$ cat src/rtl/core/rme_pkg.sv
// rme_pkg: shared constants, types and the cordic angle table for the
// rotation matrix to euler converter. No dependencies.
package rme_pkg;

    localparam int FRAC_BITS     = 14;
    localparam int CORDIC_STAGES = 16;
    localparam int IN_W          = 16;
    localparam int THR_W         = 15;
    localparam int SQ_W          = 2 * FRAC_BITS + 2;
    localparam int ROOT_W        = FRAC_BITS + 1;
    localparam int SQRT_STEPS    = SQ_W / 2;
    localparam int CW            = 28;
    localparam int ZW            = 27;
    localparam int PITCH_LIM     = 11520;
    localparam int ANG_LIM       = 23040;
    localparam logic signed [ZW-1:0] DEG180 = ZW'(180 * 65536);

    // zf marks a zero vector, whose angle is forced to zero at the end
    typedef struct packed {
        logic signed [CW-1:0] x;
        logic signed [CW-1:0] y;
        logic signed [ZW-1:0] z;
        logic                 zf;
    } cvec_t;

    // atan(2^-i) in degrees with 16 fraction bits
    function automatic logic signed [ZW-1:0] atan_lut(input logic [4:0] i);
        logic signed [ZW-1:0] r;
        case (i)
            5'd0:  r = ZW'(2949120);
            5'd1:  r = ZW'(1740967);
            5'd2:  r = ZW'(919879);
            5'd3:  r = ZW'(466945);
            5'd4:  r = ZW'(234379);
            5'd5:  r = ZW'(117266);
            5'd6:  r = ZW'(58666);
            5'd7:  r = ZW'(29335);
            5'd8:  r = ZW'(14668);
            5'd9:  r = ZW'(7334);
            5'd10: r = ZW'(3667);
            5'd11: r = ZW'(1833);
            5'd12: r = ZW'(917);
            5'd13: r = ZW'(458);
            5'd14: r = ZW'(229);
            5'd15: r = ZW'(115);
            5'd16: r = ZW'(57);
            5'd17: r = ZW'(29);
            5'd18: r = ZW'(14);
            5'd19: r = ZW'(7);
            5'd20: r = ZW'(4);
            5'd21: r = ZW'(2);
            5'd22: r = ZW'(1);
            default: r = '0;
        endcase
        return r;
    endfunction

    // move operands to the right half plane and scale by the guard factor
    function automatic cvec_t cordic_pre(input logic signed [IN_W:0] y,
                                         input logic signed [IN_W:0] x);
        cvec_t r;
        logic signed [IN_W:0] xa;
        logic signed [IN_W:0] ya;
        xa = x;
        ya = y;
        r.z = '0;
        r.zf = (x == '0) && (y == '0);
        if (x < 0)
        begin
            r.z = (y >= 0) ? DEG180 : -DEG180;
            xa = -x;
            ya = -y;
        end
        r.x = CW'(xa) <<< 8;
        r.y = CW'(ya) <<< 8;
        return r;
    endfunction

    // round to 1/128 degree and saturate
    function automatic logic signed [IN_W-1:0] to_out(input logic signed [ZW-1:0] a,
                                                     input int lim);
        logic signed [ZW-1:0] r;
        r = (a + ZW'(256)) >>> 9;
        if (r > ZW'(lim))
            r = ZW'(lim);
        if (r < -ZW'(lim))
            r = -ZW'(lim);
        return IN_W'(r);
    endfunction

endpackage

$ cat src/rtl/core/rme_sqrt_cell.sv
// rme_sqrt_cell: one step of a restoring integer square root chain.
// Depends on rme_pkg.
module rme_sqrt_cell
    import rme_pkg::*;
(
    input  logic              clk,
    input  logic              en,
    input  logic [SQ_W-1:0]   trial_bit,
    input  logic [SQ_W-1:0]   rem_in,
    input  logic [SQ_W-1:0]   root_in,
    output logic [SQ_W-1:0]   rem_out,
    output logic [SQ_W-1:0]   root_out
);
    logic [SQ_W-1:0] trial;
    logic [SQ_W-1:0] rem_next;
    logic [SQ_W-1:0] root_next;
    logic [SQ_W-1:0] rem_reg;
    logic [SQ_W-1:0] root_reg;

    // compare and subtract one trial bit
    always_comb
    begin
        trial = root_in + trial_bit;
        if (rem_in >= trial)
        begin
            rem_next  = rem_in - trial;
            root_next = (root_in >> 1) + trial_bit;
        end
        else
        begin
            rem_next  = rem_in;
            root_next = root_in >> 1;
        end
    end

    // hold while the chain is frozen
    always_ff @(posedge clk)
    begin
        if (en)
        begin
            rem_reg  <= rem_next;
            root_reg <= root_next;
        end
    end

    assign rem_out  = rem_reg;
    assign root_out = root_reg;
endmodule

$ cat config.mk
export PLATFORM = sky130hd
export DESIGN_NAME = rme_sqrt_cell
export DESIGN_NICKNAME = d
export VERILOG_FILES = /design/src/rtl/core/rme_pkg.sv /design/src/rtl/core/rme_sqrt_cell.sv
export SDC_FILE = /design/constraint.sdc
export NUM_CORES = 1
export LEC_CHECK = 0
export ABC_AREA = 0
export BUFFER_PORTS_ARGS = -buffer_cell sky130_fd_sc_hd__buf_2
export CORE_MARGIN = 10
export CORE_UTILIZATION = 56
export CTS_CLUSTER_DIAMETER = 40
export DETAILED_ROUTE_END_ITERATION = 6
export HOLD_SLACK_MARGIN = 0.03
export MAX_ROUTING_LAYER = met4
export PLACE_DENSITY = 0.79
export SETUP_SLACK_MARGIN = 0.05
export SLEW_MARGIN = 10
export SYNTH_ARGS = -nofsm -noshare
export SYNTH_HDL_FRONTEND = slang
export SYNTH_SLANG_ARGS = --single-unit
$ cat constraint.sdc
create_clock -name clk -period 5.55 [get_ports clk]
set_input_delay 0.2775 -clock clk [delete_from_list [all_inputs] [get_ports clk]]
set_output_delay 0.2775 -clock clk [all_outputs]
set_load 0.02 [all_outputs]
==> results.cfg, run 1 <==
[layout]
insertedDiodeCount = 0
drive_gt1_share_pct = 20.5
area_growth_pct = 18.8
design_area_um2 = 7840
instances_no_fill = 1065
final_nets = 1101
utilization_pct = 68.4

[floorplan]
io-pin-count = 152
die_w_um = 129
fp.dieH_um = 129
core_um2 = 11500
rows = 39
initial_core_util_pct = 57.6
die_area_um2 = 16500

[worst_setup_path]
slowest_delay_ns = 0.34
cpMostUsedCell = and3_1
crit_slowest_cell = a211oi_4
critical_path.max_fanout = 19
end_kind = flip-flop
cp.arrival_ns = 5.19
crit_chain = buf_2, ha_1, a211oi_1, o21bai_1, o2111a_1, o311ai_1, buf_4, a2bb2oi_1, a21oi_1, a21bo_2, a21oi_1, xor2_1, ha_1, and3_1, and3_1, and3_1, a41o_1, nor2_1, o211ai_1, a211oi_4, buf_4, a211oi_1, a22o_1
cp.required_ns = 5.64
crit_type = in -> reg
cp-start-kind = primary input

[cts]
cts.sinks = 60
cts_buffers = 9
cts_buffer_depth = 2
postCtsSetupRepairBufs = 0
cts_max_level = 3
clk_pin_slew_ns = 0.05
root_buffer = clkbuf_16
cts_tree = yes

[detailed_routing]
drt_iter0_markers = 444
first_pass_iters = 5
drtAntennaViolNets = 0
via_per_inst = 5.95
drc_errors = 0
drt_wl_total_um = 18700
num_vias = 6341
wl_per_cell_um = 17.5

[placement]
dpl.hpwl_um = 15400
place_ws_ns = 0.0562
place_congestion = 0.963
post_dp_cell_area_um2 = 7590
dp_cells = 1050
port_buffers = 151

[grt]
grt_pass1_vias = 6254
grt_max_degree = 61
antenna_found_initial = 0
grt_pass1_wl_um = 30200
grt.total_usage_pct = 22.8
grt-ovfl-total = 0

[logic_synthesis]
synth.most_common_cell = nand2_1
yosysWarnings = 0
synth-edff-count = 60
ys_ff_latch = 60
ys_types = 58
async_flop_share_pct = 0
synth-seq-area-share_pct = 27.3
yosys.area.top_type = edfxtp_1
synthesis.area_um2 = 6600
post_synth.cell_area_avg_um2 = 8.73
syn-instance-count = 756
synth_fp_nets = 939
ys_top_cells_by_area = edfxtp_1, ha_1, nand2_1
synth_common_cells = nand2_1, ha_1, o21ai_0
synth.top_cell.area_share_pct = 27.3
synth_flop_cell = edfxtp_1

[sta]
layout_setup_ws_ns = 0.450
fmax_mhz = 196
worst_pin_slew_ns = 0.806
drv_slew = 0
finalHoldViolCount = 0
worst_hold_slack_ns = 0.240
min_period_over_period_pct = 91.9
period_minus_slack_ns = 5.10
max-slew-margin-rel_pct = 44.9
rsz0062_at_grt = true
tns_ns = 0
setup_viol = 0

[power]
powerDensity_nw_per_um2 = 323
total_power_mw = 2.53
power.leakage_nw = 3.64
peakVddDrop_mv = 0.237

[flow_run]
drv_cap = 0

[worst_hold_path]
hold_depth = 2
min_path_type = in -> reg

[outcome]
status = complete, no violations
-- cell usage in the layout, fill, tap and decap left out, types with 11 or more instances in the layout --
cell and n:
a21o_1 36, a211oi_1 14, ha_1 88, inv_1 18, o21ai_1 11, nand2_1 95, xor2_1 40, nand2b_1 11
and3_1 16, nor3_1 13, edfxtp_1 60, a21oi_1 66, o21ai_0 71, buf_4 12, nor2_1 43, xnor2_1 33
buf_2 151, nand3_1 12
-- critical path, delay by kind of cell --
kind                     cells  cell delay, ns
AO/OA/AOI/OAI               13            2.73
AND/OR/NAND/NOR              4            0.71
adder cells (fa/ha/maj)      2            0.64
buffers and inverters        3            0.57
XOR/XNOR                     1            0.24
-- repair_timing --
action | 4_1_cts | 5_1_grt
hold buffers | 0 | 0
resized for setup | 0 | 1
endpoints found under the setup margin | 0 | 44
-- area by class of cell --
class                      count  area, um^2
clock buffer                  11         233
clock inverter                 4        17.5
fill                         938        3620
inverter                      18        67.6
multi-input combinational    664        4660
sequential                    60        1800
tap                          143         179
timing repair buffer         165         886
-- power by group --
group          total (mW)  switching (mW)  internal, mW
Clock               0.498           0.204         0.295
Sequential          0.677          0.0271         0.650
Combinational        1.36           0.813         0.546
Total                2.53            1.04          1.49
-- metal layers --
layer	routed length, um	up-vias	global-route usage [%]
met5	0	-	-
met4	374	0	8.19
met3	1240	26	3.82
met2	8430	209	35.5
met1	8620	2918	29.3
li1	-	3188	-
-- registers in the layout (all words and copies together), names as in the netlist --
name / cells
rem_out: 30
root_out: 30
-- logic make-up (layout without fill, tap and decap cells) --
group | Yosys count | count (layout) | share of synthesized area, %
compound gates | 275 | 275 | 26.8
fa+ha+maj | 91 | 91 | 17.6
flops | 60 | 60 | 27.3
mux | 9 | 9 | 1.46
xor+xnor | 73 | 73 | 9.69
simple gates | 216 | 216 | 14.9
buf+inv | 32 | 198 | 2.24
-- worst paths after layout --
path	endpoint	from	slack (ns)
max	rem_out[24]	trial_bit[1]	0.45
min	rem_out[29]	rem_in[29]	0.24
Power figures use the tool's default switching activity.
==> run 2, diff against run 1 <==
Settings changed: CTS_CLUSTER_SIZE from default to 24, RECOVER_POWER from default to 50.
==> run 2 against run 1 <==
The flow now finishes with violations (capacitance limit, slew limit). Non-clock buffer count stayed put. Sequential power is 0.6% higher. Combinational power is essentially flat. Setup slack got worse by 0.0047 ns. Cell area shrank 0.53%. Die area unchanged. Clock-buffer cell count unchanged. First-iteration DRC count unchanged. Via count is the same.
==> results.cfg, run 2 (same netlist as run 1, synthesis figures left out) <==
[detailed_routing]
drt_wl_total_um = 18700
drt_iter0_markers = 444
drc_errors = 0
via_per_inst = 5.95
num_vias = 6341
drtAntennaViolNets = 0
first_pass_iters = 5
wl_per_cell_um = 17.5

[sta]
period_minus_slack_ns = 5.10
worst_pin_slew_ns = 3.39
min_period_over_period_pct = 92.0
tns_ns = 0
fmax_mhz = 196
worst_hold_slack_ns = 0.240
setup_viol = 0
max-slew-margin-rel_pct = -126
finalHoldViolCount = 0
rsz0062_at_grt = true
drv_slew = 61

[cts]
cts_max_level = 3
postCtsSetupRepairBufs = 0
cts_buffer_depth = 2
ctsHoldBuffers = 0
cts_tree = yes
cts_resized = 0
clk_pin_slew_ns = 0.05
cts_buffers = 9
cts.sinks = 60
root_buffer = clkbuf_16

[layout]
drive_gt1_share_pct = 17.1
insertedDiodeCount = 0
area_growth_pct = 18.2
final_common_cell = buf_2
final_nets = 1101
nFillCells = 955
final_cell_mix = buf_2, nand2_1, ha_1

[floorplan]
fp.dieH_um = 129
io-pin-count = 152
initial_core_util_pct = 57.6
die_w_um = 129
rows = 39
die_area_um2 = 16500
core_um2 = 11500

[power]
power.leakage_nw = 3.56
pwr-share-clk_pct = 19.8
p_sw_mw = 1.05
peakVddDrop_mv = 0.239
intPower_mw = 1.48
powerDensity_nw_per_um2 = 323
seqPwrFrac_pct = 27.0
switching_share_pct = 41.4
p_comb_share_pct = 53.3

[worst_setup_path]
critical_path.max_fanout = 19
crit_buf_inv = 3
cp.arrival_ns = 5.20
cpMostUsedCell = and3_1
slowest_delay_ns = 0.33
cp.required_ns = 5.64
crit_chain = buf_2, ha_1, a211oi_1, o21bai_1, o2111a_1, o311ai_1, buf_4, a2bb2oi_1, a21oi_1, a21bo_2, a21oi_1, xor2_1, ha_1, and3_1, and3_1, and3_1, a41o_1, nor2_1, o211ai_1, a211oi_4, buf_4, a211oi_1, a22o_1
cp-start-kind = primary input
end_kind = flip-flop
cp_top_family = compound AO/OA/AOI/OAI gates
crit_type = in -> reg
crit_slowest_cell = ha_1

[grt]
antenna_found_initial = 0
grt_pass1_wl_um = 30200
grt-ovfl-total = 0
grt_pass1_vias = 6254
grt_max_degree = 61
grt.total_usage_pct = 22.8

[outcome]
status = finished, violations left
violations = capacitance limit, slew limit

[flow_run]
drv_cap = 1

[placement]
place_congestion = 0.963
port_buffers = 151
dpl.hpwl_um = 15400

[worst_hold_path]
min_path_type = in -> reg
[run 2: cell types whose count changed in the layout (fill, tap and decap cells not counted)]
| cell | previous run | this run |
|---|---|---|
| buf_2 | 151 | 121 |
| buf_4 | 12 | 11 |
| clkbuf_1 | 2 | 33 |
[run 2: cell type report]
class / count / area (um^2) / area share (%)
Multi-Input combinational cell: 664 / 4660 / 59.7
Sequential cell: 60 / 1800 / 23.1
Timing Repair Buffer: 165 / 845 / 10.8
Clock buffer: 11 / 233 / 2.98
Tap cell: 143 / 179 / 2.29
Inverter: 18 / 67.6 / 0.866
Clock inverter: 4 / 17.5 / 0.225
[run 2: final timing paths]
path,to,slack [ns],startpoint,cells after the start
setup / recovery,rem_out[24],0.45,trial_bit[1],23
hold / removal,rem_out[6],0.24,rem_in[6],3
[run 2: per-stage QoR]
step	util, %	power, mW	instances	worst slack, ns	cell area (um^2)
finish	68.0	2.52	1065	0.445	7800
global route	68.0	2.70	1065	0.0417	7800
CTS	68.4	2.54	1065	0.395	7840
detailed placement	66.2	2.04	1050	0.0562	7590
global placement	66.2	2.00	1050	0.157	7590
floorplan	-	1.65	756	0.575	6600
[run 2: metal layers]
metal  wire [um]  track usage [%]  share of wire, %  vias up
li1            -                -                 -     3189
met1        8620             29.3                46     2903
met2        8410             35.5                45      220
met3        1240             3.82               6.6       29
met4         388             8.19               2.1        0
met5           0                -                 0        -
[run 2: tightest hold or removal path, delay by kind of cell]
family | cells | cell delay [ns]
buf+inv | 1 | 0.09
compound gates | 1 | 0.06
simple gates | 1 | 0.04
[run 2: power by group through the flow]
stage	registers [mW]	clock network (mW)	logic [mW]
floorplan	0.824	0	0.826
global placement	0.684	0	1.32
detailed placement	0.685	0	1.35
CTS	0.679	0.505	1.35
global route	0.692	0.523	1.49
finish	0.681	0.499	1.34
==> run 3, diff against run 2 <==
Settings changed: MAX_ROUTING_LAYER met4 to default.
==> run 3 against run 2 <==
The flow still finishes with violations (capacitance limit, slew limit). Die area unchanged. Largest cell class unchanged. First-iteration DRC count down 2.3%. Non-clock buffer count up 4. Total power up 4.5%. Sequential share of layout area down 0.28 points. Cell area up 1.2%.
==> results.cfg, run 3 (same netlist as run 1, synthesis figures left out) <==
[outcome]
status = finished, violations left
violations = capacitance limit, slew limit

[flow_run]
drv_cap = 1

[placement]
dpl.hpwl_um = 15200
place_congestion = 0.943
post_dp_cell_area_um2 = 7610
port_buffers = 151

[worst_setup_path]
cp.required_ns = 5.64
end_kind = flip-flop
critPathCapture = root_out[0]
critPathLaunch = trial_bit[1]
crit_type = in -> reg
cp.arrival_ns = 5.18
critical_path.max_fanout = 16
cp-start-kind = primary input

[cts]
cts_max_level = 3
cts_tree = yes
root_buffer = clkbuf_16
cts.sinks = 60
cts_buffer_depth = 2
clk_pin_slew_ns = 0.06
ctsHoldBuffers = 0
cts_buffers = 9

[floorplan]
core_um2 = 11500
die_area_um2 = 16500
fp.dieH_um = 129
rows = 39
io-pin-count = 152
initial_core_util_pct = 57.6
die_w_um = 129

[sta]
tns_ns = 0
finalHoldViolCount = 0
worst_pin_slew_ns = 3.48
max-slew-margin-rel_pct = -132
drv_slew = 61
period_minus_slack_ns = 5.09
rsz0062_at_grt = false
min_period_over_period_pct = 91.6
setup_viol = 0
fmax_mhz = 197

[detailed_routing]
wl_per_cell_um = 17.5
drt_iter0_markers = 434
drt_wl_total_um = 18800
first_pass_iters = 5
drc_errors = 0
num_vias = 6416
via_per_inst = 6.00
drtAntennaViolNets = 0

[layout]
final_nets = 1105
drive_gt1_share_pct = 17.7
area_growth_pct = 19.6
final_cell_mix = buf_2, nand2_1, ha_1
final_common_cell = buf_2
design_area_um2 = 7900

[grt]
grt_pass1_vias = 6384
grt_pass1_wl_um = 30600
grt-ovfl-total = 0
grt.total_usage_pct = 22.4
grt_max_degree = 61
antenna_found_initial = 1

[power]
power.leakage_nw = 3.60
peakVddDrop_mv = 0.293
powerDensity_nw_per_um2 = 334

[worst_hold_path]
min_path_type = in -> reg
## run 3: cell type report
type	instances	area, um^2
diodes	1	2.50
clock buffers	9	225
clock inverters	6	80.1
fillers	943	3570
inverters	18	67.6
multi-input cells	664	4660
flip-flops and latches	60	1800
well taps	143	179
repair buffers	169	882
## run 3: per-stage QoR
stage	util, %	worst slack (ns)	cells	hold WS (ns)	power (mW)
CTS	69.0	0.398	1067	0.218	2.64
global route	68.9	0.0300	1070	0.243	2.83
finish	68.9	0.464	1070	0.229	2.64
global placement	66.4	0.183	1052	0.578	2.01
detailed placement	66.4	0.0931	1052	0.579	2.04
floorplan	-	0.575	756	0.390	1.65
## run 3: per-layer routing
| metal | vias to the layer above | share of wire [%] | global-route usage [%] |
|---|---|---|---|
| li1 | 3194 | - | - |
| met1 | 2918 | 44 | 28.9 |
| met2 | 272 | 45 | 35.6 |
| met3 | 32 | 8.6 | 4.97 |
| met4 | 0 | 2.5 | 9.04 |
| met5 | - | 0 | 0 |
## run 3: how the worst min path moves through the flow
stage / startpoint / endpoint / slack [ns] / cells after the start
global route: rem_in[6] / rem_out[6] / 0.24 / 3
finish: rem_in[11] / rem_out[11] / 0.23 / 3
global placement: rem_in[6] / rem_out[6] / 0.58 / 3
detailed placement: rem_in[11] / rem_out[11] / 0.58 / 3
CTS: rem_in[11] / rem_out[11] / 0.22 / 3
floorplan: en / rem_out[0] / 0.39 / 0
## run 3: what timing repair did
item,CTS,global route
setup buffers,0,2
endpoints found under the hold margin,0,0
gates resized for setup,0,3
endpoints found under the setup margin,0,48
## run 3: worst max-delay path, cell delays in order
cell and delay [ns]:
buf_2 0.11, ha_1 0.31, a211oi_1 0.26, o21bai_1 0.15, o2111a_1 0.29, o311ai_1 0.27
buf_4 0.16, a2bb2oi_1 0.20, a21oi_1 0.15, a21o_1 0.22, a21oi_1 0.20, xor2_1 0.25
ha_1 0.34, and3_1 0.19, and3_1 0.19, and3_1 0.16, a41o_1 0.24, nor2_1 0.09
o211ai_1 0.15, a211oi_4 0.27, buf_4 0.18, buf_12 0.15, mux2_2 0.34
## run 3: power by group
group,switching [mW],internal [mW],leakage [nW]
clock network,0.211,0.386,0.146
logic,0.817,0.544,2.87
registers,0.0274,0.652,0.585
